**src/sv/bbe_pkg.sv**
```systemverilog
// Shared types, constants and the alphabet function of the base85 encoder.
// Used by every module of the block; depends on nothing.
`timescale 1ns / 1ps

package bbe_pkg;

   // Depth of the group queue between the front and the converter.
   localparam int GROUP_DEPTH = 2;
   localparam int GROUP_PTR_W = $clog2(GROUP_DEPTH);
   localparam int GROUP_FILL_W = $clog2(GROUP_DEPTH + 1);

   // Depth of the character queue at the result side.
   localparam int CHAR_DEPTH = 2;
   localparam int CHAR_PTR_W = $clog2(CHAR_DEPTH);
   localparam int CHAR_FILL_W = $clog2(CHAR_DEPTH + 1);

   // Division by 85 as a multiply by a rounded-up reciprocal: exact for 32-bit values.
   localparam logic [31:0] DIV_MAGIC = 32'd3233857729;
   localparam int DIV_SHIFT = 38;
   localparam logic [31:0] BASE = 32'd85;

   // Alphabet codes held in the configuration register.
   localparam logic ALPHA_ASCII85 = 1'b0;
   localparam logic ALPHA_Z85 = 1'b1;

   // One padded group: count is the number of bytes held minus one.
   typedef struct packed {
      logic [31:0] value;
      logic [1:0]  count;
      logic        last;
   } group_type;

   // Five digits of a group, most significant digit at index 0.
   typedef struct packed {
      logic [4:0][6:0] digits;
      logic [1:0]      count;
      logic            last;
   } digit_set_type;

   // One result character.
   typedef struct packed {
      logic [6:0] code;
      logic       last;
   } char_type;

   typedef enum logic [1:0] {
      CONV_IDLE,
      CONV_DIV,
      CONV_DONE
   } conv_state_type;

   // Maps one base-85 digit to its printable character.
   function automatic logic [6:0] map_digit(input logic sel, input logic [6:0] d);
      logic [6:0] c;
      if (sel == ALPHA_ASCII85) begin
         c = 7'(d + 7'd33);
      end else if (d < 7'd10) begin
         c = 7'(d + 7'd48);
      end else if (d < 7'd36) begin
         c = 7'(d + 7'd87);
      end else if (d < 7'd62) begin
         c = 7'(d + 7'd29);
      end else begin
         case (d)
            7'd62: c = 7'd46;
            7'd63: c = 7'd45;
            7'd64: c = 7'd58;
            7'd65: c = 7'd43;
            7'd66: c = 7'd61;
            7'd67: c = 7'd94;
            7'd68: c = 7'd33;
            7'd69: c = 7'd47;
            7'd70: c = 7'd42;
            7'd71: c = 7'd63;
            7'd72: c = 7'd38;
            7'd73: c = 7'd60;
            7'd74: c = 7'd62;
            7'd75: c = 7'd40;
            7'd76: c = 7'd41;
            7'd77: c = 7'd91;
            7'd78: c = 7'd93;
            7'd79: c = 7'd123;
            7'd80: c = 7'd125;
            7'd81: c = 7'd64;
            7'd82: c = 7'd37;
            7'd83: c = 7'd36;
            default: c = 7'd35;
         endcase
      end
      return c;
   endfunction

endpackage

```
**src/sv/bbe_group_fifo.sv**
```systemverilog
// Short queue of padded groups between the front and the converter.
// Depends on bbe_pkg.
`timescale 1ns / 1ps

module bbe_group_fifo (
   input  logic               clock,
   input  logic               reset,
   input  logic               push,
   input  bbe_pkg::group_type push_data,
   output logic               full,
   input  logic               pop,
   output logic               valid,
   output bbe_pkg::group_type pop_data
);
   import bbe_pkg::*;

   group_type                slot_ff [GROUP_DEPTH];
   logic [GROUP_PTR_W-1:0]   wptr_ff, wptr_in;
   logic [GROUP_PTR_W-1:0]   rptr_ff, rptr_in;
   logic [GROUP_FILL_W-1:0]  fill_ff, fill_in;
   logic                     do_push, do_pop;

   assign full     = (fill_ff == GROUP_FILL_W'(GROUP_DEPTH));
   assign valid    = (fill_ff != '0);
   assign pop_data = slot_ff[rptr_ff];
   assign do_push  = push && !full;
   assign do_pop   = pop && valid;

   // Pointer and fill bookkeeping.
   always_comb begin
      wptr_in = wptr_ff;
      rptr_in = rptr_ff;
      fill_in = fill_ff;
      if (do_push) begin
         wptr_in = (wptr_ff == GROUP_PTR_W'(GROUP_DEPTH - 1)) ? '0 : wptr_ff + 1'b1;
      end
      if (do_pop) begin
         rptr_in = (rptr_ff == GROUP_PTR_W'(GROUP_DEPTH - 1)) ? '0 : rptr_ff + 1'b1;
      end
      if (do_push && !do_pop) begin
         fill_in = fill_ff + 1'b1;
      end else if (!do_push && do_pop) begin
         fill_in = fill_ff - 1'b1;
      end
   end

   always_ff @(posedge clock) begin
      if (reset) begin
         wptr_ff <= '0;
         rptr_ff <= '0;
         fill_ff <= '0;
      end else begin
         wptr_ff <= wptr_in;
         rptr_ff <= rptr_in;
         fill_ff <= fill_in;
      end
   end

   // Storage needs no reset.
   always_ff @(posedge clock) begin
      if (do_push) begin
         slot_ff[wptr_ff] <= push_data;
      end
   end

endmodule

```
**src/sv/bbe_front.sv**
```systemverilog
// Front end: accepts bytes, packs them into a group and hands full or final groups on.
// Depends on bbe_pkg.
`timescale 1ns / 1ps

module bbe_front (
   input  logic               clock,
   input  logic               reset,
   input  logic               req_push,
   output logic               req_full,
   input  logic [7:0]         req_data_byte,
   input  logic               req_final_byte,
   output logic               group_push,
   output bbe_pkg::group_type group_data,
   input  logic               group_full
);
   import bbe_pkg::*;

   logic [23:0] word_ff, word_in;
   logic [1:0]  count_ff, count_in;
   logic        accept, flush;

   assign req_full = group_full;
   assign accept   = req_push && !group_full;
   assign flush    = req_final_byte || (count_ff == 2'd3);

   // Pad the group with zero bytes on the right.
   always_comb begin
      case (count_ff)
         2'd0:    group_data.value = {req_data_byte, 24'h0};
         2'd1:    group_data.value = {word_ff[7:0], req_data_byte, 16'h0};
         2'd2:    group_data.value = {word_ff[15:0], req_data_byte, 8'h0};
         default: group_data.value = {word_ff, req_data_byte};
      endcase
      group_data.count = count_ff;
      group_data.last  = req_final_byte;
   end

   assign group_push = accept && flush;

   // Gather bytes until a flush clears the group.
   always_comb begin
      word_in  = word_ff;
      count_in = count_ff;
      if (accept) begin
         if (flush) begin
            word_in  = '0;
            count_in = '0;
         end else begin
            word_in  = {word_ff[15:0], req_data_byte};
            count_in = count_ff + 1'b1;
         end
      end
   end

   always_ff @(posedge clock) begin
      if (reset) begin
         word_ff  <= '0;
         count_ff <= '0;
      end else begin
         word_ff  <= word_in;
         count_ff <= count_in;
      end
   end

endmodule

```
**src/sv/bbe_convert.sv**
```systemverilog
// Converter: turns a padded group into five base-85 digits, one division per cycle.
// Depends on bbe_pkg.
`timescale 1ns / 1ps

module bbe_convert (
   input  logic                   clock,
   input  logic                   reset,
   input  logic                   group_valid,
   input  bbe_pkg::group_type     group_data,
   output logic                   group_pop,
   output logic                   set_valid,
   output bbe_pkg::digit_set_type set_data,
   input  logic                   set_ready
);
   import bbe_pkg::*;

   conv_state_type  state_ff, state_in;
   logic [31:0]     dividend_ff, dividend_in;
   logic [25:0]     quot_ff, quot_in;
   logic [1:0]      step_ff, step_in;
   logic [4:0][6:0] digits_ff, digits_in;
   logic [1:0]      count_ff, count_in;
   logic            last_ff, last_in;
   logic            load;
   logic [31:0]     mul_in;
   logic [63:0]     product;
   logic [31:0]     remain;

   // A new group starts when the converter is free or its result leaves now.
   assign load = group_valid &&
                 ((state_ff == CONV_IDLE) || ((state_ff == CONV_DONE) && set_ready));

   // Next state.
   always_comb begin
      case (state_ff)
         CONV_IDLE: state_in = group_valid ? CONV_DIV : CONV_IDLE;
         CONV_DIV:  state_in = (step_ff == 2'd3) ? CONV_DONE : CONV_DIV;
         CONV_DONE: begin
            if (set_ready) begin
               state_in = group_valid ? CONV_DIV : CONV_IDLE;
            end else begin
               state_in = CONV_DONE;
            end
         end
         default:   state_in = CONV_IDLE;
      endcase
   end

   // Handshake outputs.
   always_comb begin
      group_pop = load;
      set_valid = (state_ff == CONV_DONE);
   end

   assign set_data.digits = digits_ff;
   assign set_data.count  = count_ff;
   assign set_data.last   = last_ff;

   // Quotient by 85 of either the new group or the last quotient.
   assign mul_in  = load ? group_data.value : {6'b0, quot_ff};
   assign product = 64'(mul_in) * 64'(DIV_MAGIC);
   assign remain  = dividend_ff - 32'({6'b0, quot_ff} * BASE);

   // Digits come out least significant first and shift in from the bottom.
   always_comb begin
      dividend_in = dividend_ff;
      quot_in     = quot_ff;
      step_in     = step_ff;
      digits_in   = digits_ff;
      count_in    = count_ff;
      last_in     = last_ff;
      if (load) begin
         dividend_in = group_data.value;
         quot_in     = product[63:DIV_SHIFT];
         step_in     = '0;
         count_in    = group_data.count;
         last_in     = group_data.last;
      end else if (state_ff == CONV_DIV) begin
         dividend_in = {6'b0, quot_ff};
         quot_in     = product[63:DIV_SHIFT];
         step_in     = step_ff + 1'b1;
         if (step_ff == 2'd3) begin
            digits_in = {digits_ff[2:0], remain[6:0], quot_ff[6:0]};
         end else begin
            digits_in = {digits_ff[3:0], remain[6:0]};
         end
      end
   end

   always_ff @(posedge clock) begin
      if (reset) begin
         state_ff <= CONV_IDLE;
         step_ff  <= '0;
      end else begin
         state_ff <= state_in;
         step_ff  <= step_in;
      end
   end

   // Datapath registers need no reset.
   always_ff @(posedge clock) begin
      dividend_ff <= dividend_in;
      quot_ff     <= quot_in;
      digits_ff   <= digits_in;
      count_ff    <= count_in;
      last_ff     <= last_in;
   end

endmodule

```
**src/sv/bbe_emit.sv**
```systemverilog
// Emitter: maps digits through the selected alphabet and queues the characters.
// Holds the alphabet register. Depends on bbe_pkg.
`timescale 1ns / 1ps

module bbe_emit (
   input  logic                   clock,
   input  logic                   reset,
   input  logic                   csr_valid,
   input  logic                   csr_data,
   input  logic                   set_valid,
   input  bbe_pkg::digit_set_type set_data,
   output logic                   set_ready,
   output logic                   rsp_empty,
   input  logic                   rsp_pop,
   output logic [6:0]             rsp_code_char,
   output logic                   rsp_final_char
);
   import bbe_pkg::*;

   logic                    alpha_ff, alpha_in;
   logic                    busy_ff, busy_in;
   digit_set_type           set_ff, set_in;
   logic [2:0]              idx_ff, idx_in;
   char_type                slot_ff [CHAR_DEPTH];
   logic [CHAR_PTR_W-1:0]   wptr_ff, wptr_in;
   logic [CHAR_PTR_W-1:0]   rptr_ff, rptr_in;
   logic [CHAR_FILL_W-1:0]  fill_ff, fill_in;
   logic                    room, do_push, do_pop, end_of_set, take;
   char_type                next_char;

   // Alphabet register; the port is always ready.
   assign alpha_in = csr_valid ? csr_data : alpha_ff;

   assign room       = (fill_ff != CHAR_FILL_W'(CHAR_DEPTH));
   assign do_push    = busy_ff && room;
   assign end_of_set = (idx_ff == {1'b0, set_ff.count} + 3'd1);
   assign set_ready  = !busy_ff || (do_push && end_of_set);
   assign take       = set_valid && set_ready;

   assign next_char.code = map_digit(alpha_ff, set_ff.digits[idx_ff]);
   assign next_char.last = set_ff.last && end_of_set;

   // Walk the digits of the held set, one character per transfer into the queue.
   always_comb begin
      busy_in = busy_ff;
      set_in  = set_ff;
      idx_in  = idx_ff;
      if (do_push) begin
         idx_in = idx_ff + 3'd1;
         if (end_of_set) begin
            busy_in = 1'b0;
         end
      end
      if (take) begin
         busy_in = 1'b1;
         set_in  = set_data;
         idx_in  = '0;
      end
   end

   // Result queue bookkeeping.
   assign rsp_empty      = (fill_ff == '0);
   assign do_pop         = rsp_pop && !rsp_empty;
   assign rsp_code_char  = slot_ff[rptr_ff].code;
   assign rsp_final_char = slot_ff[rptr_ff].last;

   always_comb begin
      wptr_in = wptr_ff;
      rptr_in = rptr_ff;
      fill_in = fill_ff;
      if (do_push) begin
         wptr_in = (wptr_ff == CHAR_PTR_W'(CHAR_DEPTH - 1)) ? '0 : wptr_ff + 1'b1;
      end
      if (do_pop) begin
         rptr_in = (rptr_ff == CHAR_PTR_W'(CHAR_DEPTH - 1)) ? '0 : rptr_ff + 1'b1;
      end
      if (do_push && !do_pop) begin
         fill_in = fill_ff + 1'b1;
      end else if (!do_push && do_pop) begin
         fill_in = fill_ff - 1'b1;
      end
   end

   always_ff @(posedge clock) begin
      if (reset) begin
         alpha_ff <= ALPHA_Z85;
         busy_ff  <= 1'b0;
         idx_ff   <= '0;
         wptr_ff  <= '0;
         rptr_ff  <= '0;
         fill_ff  <= '0;
      end else begin
         alpha_ff <= alpha_in;
         busy_ff  <= busy_in;
         idx_ff   <= idx_in;
         wptr_ff  <= wptr_in;
         rptr_ff  <= rptr_in;
         fill_ff  <= fill_in;
      end
   end

   // Payload registers need no reset.
   always_ff @(posedge clock) begin
      set_ff <= set_in;
      if (do_push) begin
         slot_ff[wptr_ff] <= next_char;
      end
   end

endmodule

```
**src/sv/base85_byte_encoder_unit.sv**
```systemverilog
// Top level of the streaming base85 byte encoder.
// Instantiates bbe_front, bbe_group_fifo, bbe_convert and bbe_emit; uses bbe_pkg.
`timescale 1ns / 1ps

// Takes one byte per transfer on the req_ side and returns base85 characters on
// the rsp_ side, five for each group of four bytes and k+1 for a final group of
// k bytes, the last one flagged by rsp_final_char. A byte is taken whenever the
// two-entry group queue has room; a group passes the converter as a load and four
// divisions by 85 (each one 32 by 32 multiply by the reciprocal), and the emitter
// sends one character per cycle while the result queue has room, so a stream is
// limited by the five-character output per group. csr_data picks the alphabet
// (1: Z85, 0: Ascii85, reset Z85) and is to be written only while idle; the block
// itself does not enforce this.

module base85_byte_encoder_unit (
   input  logic       clock,
   input  logic       reset,
   input  logic       req_push,
   output logic       req_full,
   input  logic [7:0] req_data_byte,
   input  logic       req_final_byte,
   output logic       rsp_empty,
   input  logic       rsp_pop,
   output logic [6:0] rsp_code_char,
   output logic       rsp_final_char,
   input  logic       csr_valid,
   output logic       csr_ready,
   input  logic       csr_data
);
   import bbe_pkg::*;

   group_type     front_group, queue_group;
   logic          front_push, queue_full, queue_valid, queue_pop;
   digit_set_type digit_set;
   logic          set_valid, set_ready;

   assign csr_ready = 1'b1;

   bbe_front u_front (
      .clock          (clock),
      .reset          (reset),
      .req_push       (req_push),
      .req_full       (req_full),
      .req_data_byte  (req_data_byte),
      .req_final_byte (req_final_byte),
      .group_push     (front_push),
      .group_data     (front_group),
      .group_full     (queue_full)
   );

   bbe_group_fifo u_group_fifo (
      .clock     (clock),
      .reset     (reset),
      .push      (front_push),
      .push_data (front_group),
      .full      (queue_full),
      .pop       (queue_pop),
      .valid     (queue_valid),
      .pop_data  (queue_group)
   );

   bbe_convert u_convert (
      .clock       (clock),
      .reset       (reset),
      .group_valid (queue_valid),
      .group_data  (queue_group),
      .group_pop   (queue_pop),
      .set_valid   (set_valid),
      .set_data    (digit_set),
      .set_ready   (set_ready)
   );

   bbe_emit u_emit (
      .clock          (clock),
      .reset          (reset),
      .csr_valid      (csr_valid),
      .csr_data       (csr_data),
      .set_valid      (set_valid),
      .set_data       (digit_set),
      .set_ready      (set_ready),
      .rsp_empty      (rsp_empty),
      .rsp_pop        (rsp_pop),
      .rsp_code_char  (rsp_code_char),
      .rsp_final_char (rsp_final_char)
   );

endmodule

```
**config.mk**
```make
export PLATFORM = sky130hd
export DESIGN_NAME = base85_byte_encoder_unit
export DESIGN_NICKNAME = d
export VERILOG_FILES = /design/src/sv/bbe_pkg.sv /design/src/sv/bbe_group_fifo.sv /design/src/sv/bbe_front.sv /design/src/sv/bbe_convert.sv /design/src/sv/bbe_emit.sv /design/src/sv/base85_byte_encoder_unit.sv
export SDC_FILE = /design/constraint.sdc
export NUM_CORES = 1
export LEC_CHECK = 0
export BUFFER_PORTS_ARGS = -buffer_cell sky130_fd_sc_hd__buf_2
export CAP_MARGIN = 20
export CORE_ASPECT_RATIO = 2
export CORE_UTILIZATION = 40
export CTS_BUF_LIST = sky130_fd_sc_hd__clkbuf_8
export CTS_CLUSTER_DIAMETER = 50
export CTS_CLUSTER_SIZE = 25
export DETAILED_ROUTE_END_ITERATION = 10
export GPL_ROUTABILITY_DRIVEN = 0
export PLACE_DENSITY = 0.6
export SLEW_MARGIN = 40
export SYNTH_ARGS = -nofsm -noshare
export SYNTH_HDL_FRONTEND = slang
export SYNTH_HIERARCHICAL = 1
export SYNTH_SLANG_ARGS = --single-unit
```
**constraint.sdc**
```tcl
create_clock -name clock -period 11.1 [get_ports clock]
set_input_delay 0 -clock clock [delete_from_list [all_inputs] [get_ports clock]]
set_output_delay 0 -clock clock [all_outputs]
set_load 0.005 [all_outputs]
```
# Word level (Yosys, flattened, before mapping)
# Memory sizes are Yosys's and may differ from the RTL's. A register that Yosys moved wholly into a read port is not among the register bits.
# Cells that the tools add are included.
# word_totals
regBits	152
latchBits	0
mem_bits_rw	86
romBits	0
input_bits	15
out_inout_bits	11
wordCells	162
mem_count	2
# memory_table
memory	depth	width	read_ports	rd_clocked_by_memory_dff	wr	line	rtl
u_group_fifo.slot_ff	2	35	1	1	1	bbe_group_fifo.sv:17	group_type slot_ff [GROUP_DEPTH];
u_emit.slot_ff	2	8	1	1	1	bbe_emit.sv:24	char_type slot_ff [CHAR_DEPTH];
# classes
addsub	17
n_mul	2
n_div	0
magnitude_cmp	4
n_eq_ne	31
shift	0
muxes	39
n_bitwise	1
n_reduce_logical	37
# op_table
op	n
7-bit case mux with 22 select lines	1
7-bit equality test (second input constant)	20
32-bit case mux with 3 select lines	1
32-bit by 32-bit multiplier with 64-bit output (second input constant)	1
26-bit 2-to-1 mux	2
7-bit 2-to-1 mux	7
35-bit 2-to-1 mux	1
32-bit 2-to-1 mux	1
26-bit by 7-bit multiplier with 7-bit output (second input constant)	1
24-bit 2-to-1 mux	1
7-bit binary-select mux with 3-bit select	1
1-bit 2-to-1 mux	16
7-bit by 6-bit adder with 7-bit output (second input constant)	2
7-bit by 6-bit equality test with 1-bit output (second input constant)	2
1-bit logical AND	14
7-bit by 6-bit less-than comparator with 1-bit output (second input constant)	2
2-bit 2-to-1 mux	7
2-bit nonzero test	6
2-bit equality test (second input constant)	5
2-bit by 1-bit adder with 2-bit output (second input constant)	4
7-bit by 5-bit adder with 7-bit output (second input constant)	1
7-bit adder (second input constant)	1
1-bit logical NOT	7
7-bit by 4-bit less-than comparator with 1-bit output (second input constant)	1
15 further kinds	26

# Depth between registers and ports, before layout
# depth
word_depth	11
depth_mapped	38

# Hierarchy
# The synthesis kept the hierarchy.
# modules_own_cells
module	instances	cells_each	area_each_um2	seq_area_each_um2
bbe_convert	1	1340	13729.4	2212.1
bbe_emit	1	331	3724.8	1821.7
bbe_group_fifo	1	134	2736.4	2202.1
bbe_front	1	154	1406.3	520.5
base85_byte_encoder_unit	1	2	11.3	0.0

# Least setup slack after synthesis
# OpenSTA, ideal clock, no wires.
# synth_timing
path_kind	register to register
start	register u_emit.idx_ff[0]
end	register u_convert.quot_ff[24] (data pin)
arrival_ns	7.760
required_ns	10.830
setup_slack_ns	3.070
stages_incl_launch_ff	35
path_buffers	4
synth_period_minus_slack_ns	8.030
cell_sequence	dfxtp_1 -> buf_6 -> buf_12 -> buf_8 -> xnor2_1 -> nor3_1 -> nand2_1 -> nand2_1 -> nand2b_1 -> nand2_1 -> clkbuf_1 -> mux2i_1 -> inv_1 -> ha_1 -> ha_1 -> fa_1 -> fa_1 -> inv_1 -> fa_1 -> inv_1 -> fa_1 -> inv_1 -> fa_1 -> inv_1 -> ha_1 -> ha_1 -> and3_4 -> nand4_2 -> or3_4 -> nor2_2 -> a31oi_1 -> o211ai_2 -> nand2_2 -> o41ai_2 -> xor2_1
# synth_between
elab_chain_len	10
# synth_lines
item	line	rtl
start: declaration	bbe_emit.sv:23	logic [2:0] idx_ff, idx_in;
start signal: assignment	bbe_emit.sv:95	idx_ff <= idx_in;
3-bit equality test *	bbe_emit.sv:36	assign end_of_set = (idx_ff == {1'b0, set_ff.count} + 3'd1);
1-bit logical AND *	bbe_emit.sv:37	assign set_ready = !busy_ff || (do_push && end_of_set);
1-bit logical OR *	bbe_emit.sv:37	
net set_ready	base85_byte_encoder_unit.sv:35	logic set_valid, set_ready;
1-bit logical AND *	bbe_convert.sv:31	((state_ff == CONV_IDLE) || ((state_ff == CONV_DONE) && set_ready));
1-bit logical OR *	bbe_convert.sv:31	
1-bit logical AND *	bbe_convert.sv:30	assign load = group_valid &&
32-bit 2-to-1 mux *	bbe_convert.sv:60	assign mul_in = load ? group_data.value : {6'b0, quot_ff};
32-bit by 32-bit multiplier with 64-bit output *	bbe_convert.sv:61	assign product = 64'(mul_in) * 64'(DIV_MAGIC);
net u_convert.product[62]	bbe_convert.sv:26	logic [63:0] product;
26-bit 2-to-1 mux	bbe_convert.sv:78	end else if (state_ff == CONV_DIV) begin
26-bit 2-to-1 mux *	bbe_convert.sv:72	if (load) begin
end signal: assignment	bbe_convert.sv:103	quot_ff <= quot_in;
end: declaration	bbe_convert.sv:19	logic [25:0] quot_ff, quot_in;
# Mark *: on every way through the listed nets, which the timed path passes. The rest lies on a longest branch. The select of a mux whose other input is x is not followed.
# A chain may end at the register's enable or synchronous reset.

# Worst setup path in the final report
# layout_timing
start	register u_emit/set_ff[1] (netlist name)
end	register u_convert.quot_ff[15] (data pin)
# layout_between
elab_chain_len	11
# layout_lines
item	line	rtl
start: declaration	bbe_emit.sv:22	digit_set_type set_ff, set_in;
start signal: assignment	bbe_emit.sv:104	set_ff <= set_in;
2-bit by 1-bit adder with 3-bit output *	bbe_emit.sv:36	
3-bit equality test *	bbe_emit.sv:36	
1-bit logical AND *	bbe_emit.sv:37	
1-bit logical OR *	bbe_emit.sv:37	
net set_ready	base85_byte_encoder_unit.sv:35	
1-bit logical AND *	bbe_convert.sv:31	
1-bit logical OR *	bbe_convert.sv:31	
1-bit logical AND *	bbe_convert.sv:30	
32-bit 2-to-1 mux *	bbe_convert.sv:60	
32-bit by 32-bit multiplier with 64-bit output *	bbe_convert.sv:61	
net u_convert.product[53]	bbe_convert.sv:26	
26-bit 2-to-1 mux	bbe_convert.sv:78	
26-bit 2-to-1 mux *	bbe_convert.sv:72	
# Marked as above.

==> reports/summary.txt <==
status -> finished, violations left
failing checks -> design-rule violations
final instance area -> 23100 sq um
final hold vios -> 0
Critical Path Max Stage Delay -> 0.66 ns
final setup vio count -> 0
ys flop type -> edfxtp_1
fin nets -> 2514
drt via density -> 5.49
CTS Buffer Depth -> 3
skew final -> 0.0508 ns
Die Span Y -> 331 microns
Area Growth Syn to Fin -> 6.83%
GRT overflow -> 0
CTS tree -> built
Routed Antenna Nets -> 0
period utilization -> 0.902
Tmin final -> 10.01 ns
critical path launch point type -> register
H-tree levels -> 1
count leader, synth -> inv_1
Syn. warnings -> 6
Synth Cell Area -> 21600 sq um
detailed placement HPWL -> 49500 microns
# DRC -> 3
Async SR Flop Fraction -> 0
Clk pin slew, worst setup/hold paths -> 0.13 ns
post-cts gate resize count -> 0
Slew @ Worst Pin -> 0.927 ns
register area share after synthesis -> 0.313
Critical Path AT -> 10.31 ns
worst min path class -> input port to register
layout cells sized above 1 -> 0.102
leading cell types by total area after synthesis -> edfxtp_1, ha_1, fa_1
Synth area leader -> edfxtp_1
CP required -> 11.40 ns
DRT Wirelength -> 59500 microns
Sink Count -> 240
TritonRoute pass-1 iters -> 9
initial antenna violation count -> 0
family with the most delay on the worst path -> adder cells
Core Region -> 53500 sq um
row count -> 120
CP max FO -> 14
GRT Total Usage -> 0.222
setup_tns -> 0 ns
Rel. slew slack -> 0.364
full die area -> 55000 sq um
CP endpoint kind -> register
IO buf count -> 24
final core utilization -> 0.432
Cells after Synth -> 1961
Via Count -> 14652
max-cap violation count -> 0
Post-synth top cells -> inv_1, ha_1, edfxtp_1
dpl cell area -> 22400 sq um
routed len/inst -> 22.3 microns
IO Count -> 26
critical path's slowest cell -> mux2i_2
RSZ-0062 raised after global routing -> false
number of global-route vias before repair -> 16209
starting density of the core -> 0.404
Slew Limit Fails -> 0
CTS buffer count -> 23
EDFF count, synth -> 195
Synth Register Bits -> 240
fmax -> 99.9 MHz
Synth Net Count -> 2494
Setup CP Type -> register to register
largest net degree at the start of global routing -> 48
Hold WS -> 0.209 ns
Buffers & Inverters on Critical Path -> 4
share of the synthesized area in the top cell type -> 0.271
syn_area_per_cell -> 11.0 sq um
DR iter-0 viols -> 858
Die X -> 166 microns
Root Buffer -> clkbuf_8
Yosys cell types -> 96
Clock Latency Late Sink -> 0.59 ns
first-pass GRT wire length -> 91200 microns
most used cell, CP -> ha_1
# diodes -> 0
through the flow:
stage                     setup WS, ns  cells
after global placement            1.18   2612
after CTS                         1.24   2669
after global routing             0.736   2669
final                             1.09   2669
after floorplan                   3.07   1961
after detailed placement          1.37   2613
cells in the final DEF, fill, tap and decap left out, types with 21 or more instances in the layout:
cell,instances
a21o_1,26
a21oi_1,69
a22o_1,29
buf_2,25
clkbuf_8,23
dfxtp_1,44
edfxtp_1,195
fa_1,171
ha_1,346
inv_1,369
mux2_2,77
mux2i_1,32
nand2_1,113
nor2_1,55
o21ai_0,46
o21ai_1,21
xnor2_1,41
xor2_1,23
path summary, 6_finish.rpt:
check	endpoint	cells past startpoint	startpoint	slack, ns
hold reg to reg	u_emit/set_ff[31]	0	u_convert/set_data[31]	0.42
setup reg to reg	u_convert/quot_ff[15]	30	u_emit/set_ff[1]	1.09
hold / removal	u_emit/alpha_ff	4	csr_data	0.21
setup / recovery	u_convert/quot_ff[15]	30	u_emit/set_ff[1]	1.09
logic make-up after synthesis:
kind of cell,share of synthesized area
AND/OR/NAND/NOR,0.0675
multiplexers,0.0568
flip-flops,0.313
buffers and inverters,0.0800
other,0.000174
XOR/XNOR,0.0259
AO/OA/AOI/OAI,0.0976
adder cells (fa/ha/maj),0.359
timing repair:
| action | 4_1_cts | 5_1_grt |
|---|---|---|
| hold endpoints to repair | 72 | 0 |
| hold buffers | 14 | 0 |
| setup buffers | 0 | 0 |
layer usage:
metal | GRT usage | routed length, microns | up-vias
met1 | 0.192 | 18300 | 7181
met5 | 0 | 0 | -
met4 | 0.206 | 6560 | 0
met3 | 0.0203 | 1820 | 237
li1 | - | - | 6767
met2 | 0.443 | 32900 | 467
tightest hold or removal path, cell delays in order:
cell and delay (ns):
buf_2 0.07, nand2_1 0.04, o211ai_1 0.06, dlygate4sd3_1 0.55
state kept, by name (all words and copies together) (netlist names), named ones only:
register,cells
u_convert/count_ff,2
u_group_fifo/fill_ff,2
u_convert/last_ff,1
u_group_fifo/rptr_ff,1
u_front/word_ff,24
u_convert/state_ff,2
u_emit/rptr_ff,1
u_convert/step_ff,2
u_emit/alpha_ff,1
u_front/count_ff,2
u_group_fifo/slot_ff,70
u_convert/quot_ff,26
u_emit/idx_ff,3
u_emit/wptr_ff,1
u_group_fifo/wptr_ff,1
u_emit/slot_ff,16
u_convert/dividend_ff,7
u_emit/set_ff,38
u_convert/set_data,35
u_emit/fill_ff,2
u_emit/busy_ff,1
cell type report:
type                    instances  area, sq um
flip-flops and latches        240         6760
multi-input cells            1290        13200
fillers                      5042        30400
clock buffers                  23          317
repair buffers                 55          385
clock inverters                19          223
inverters                     371         1400
well taps                     671          840
Power is not shown: default switching activity piles up to over one toggle a cycle in this logic, so the estimate is an artifact.
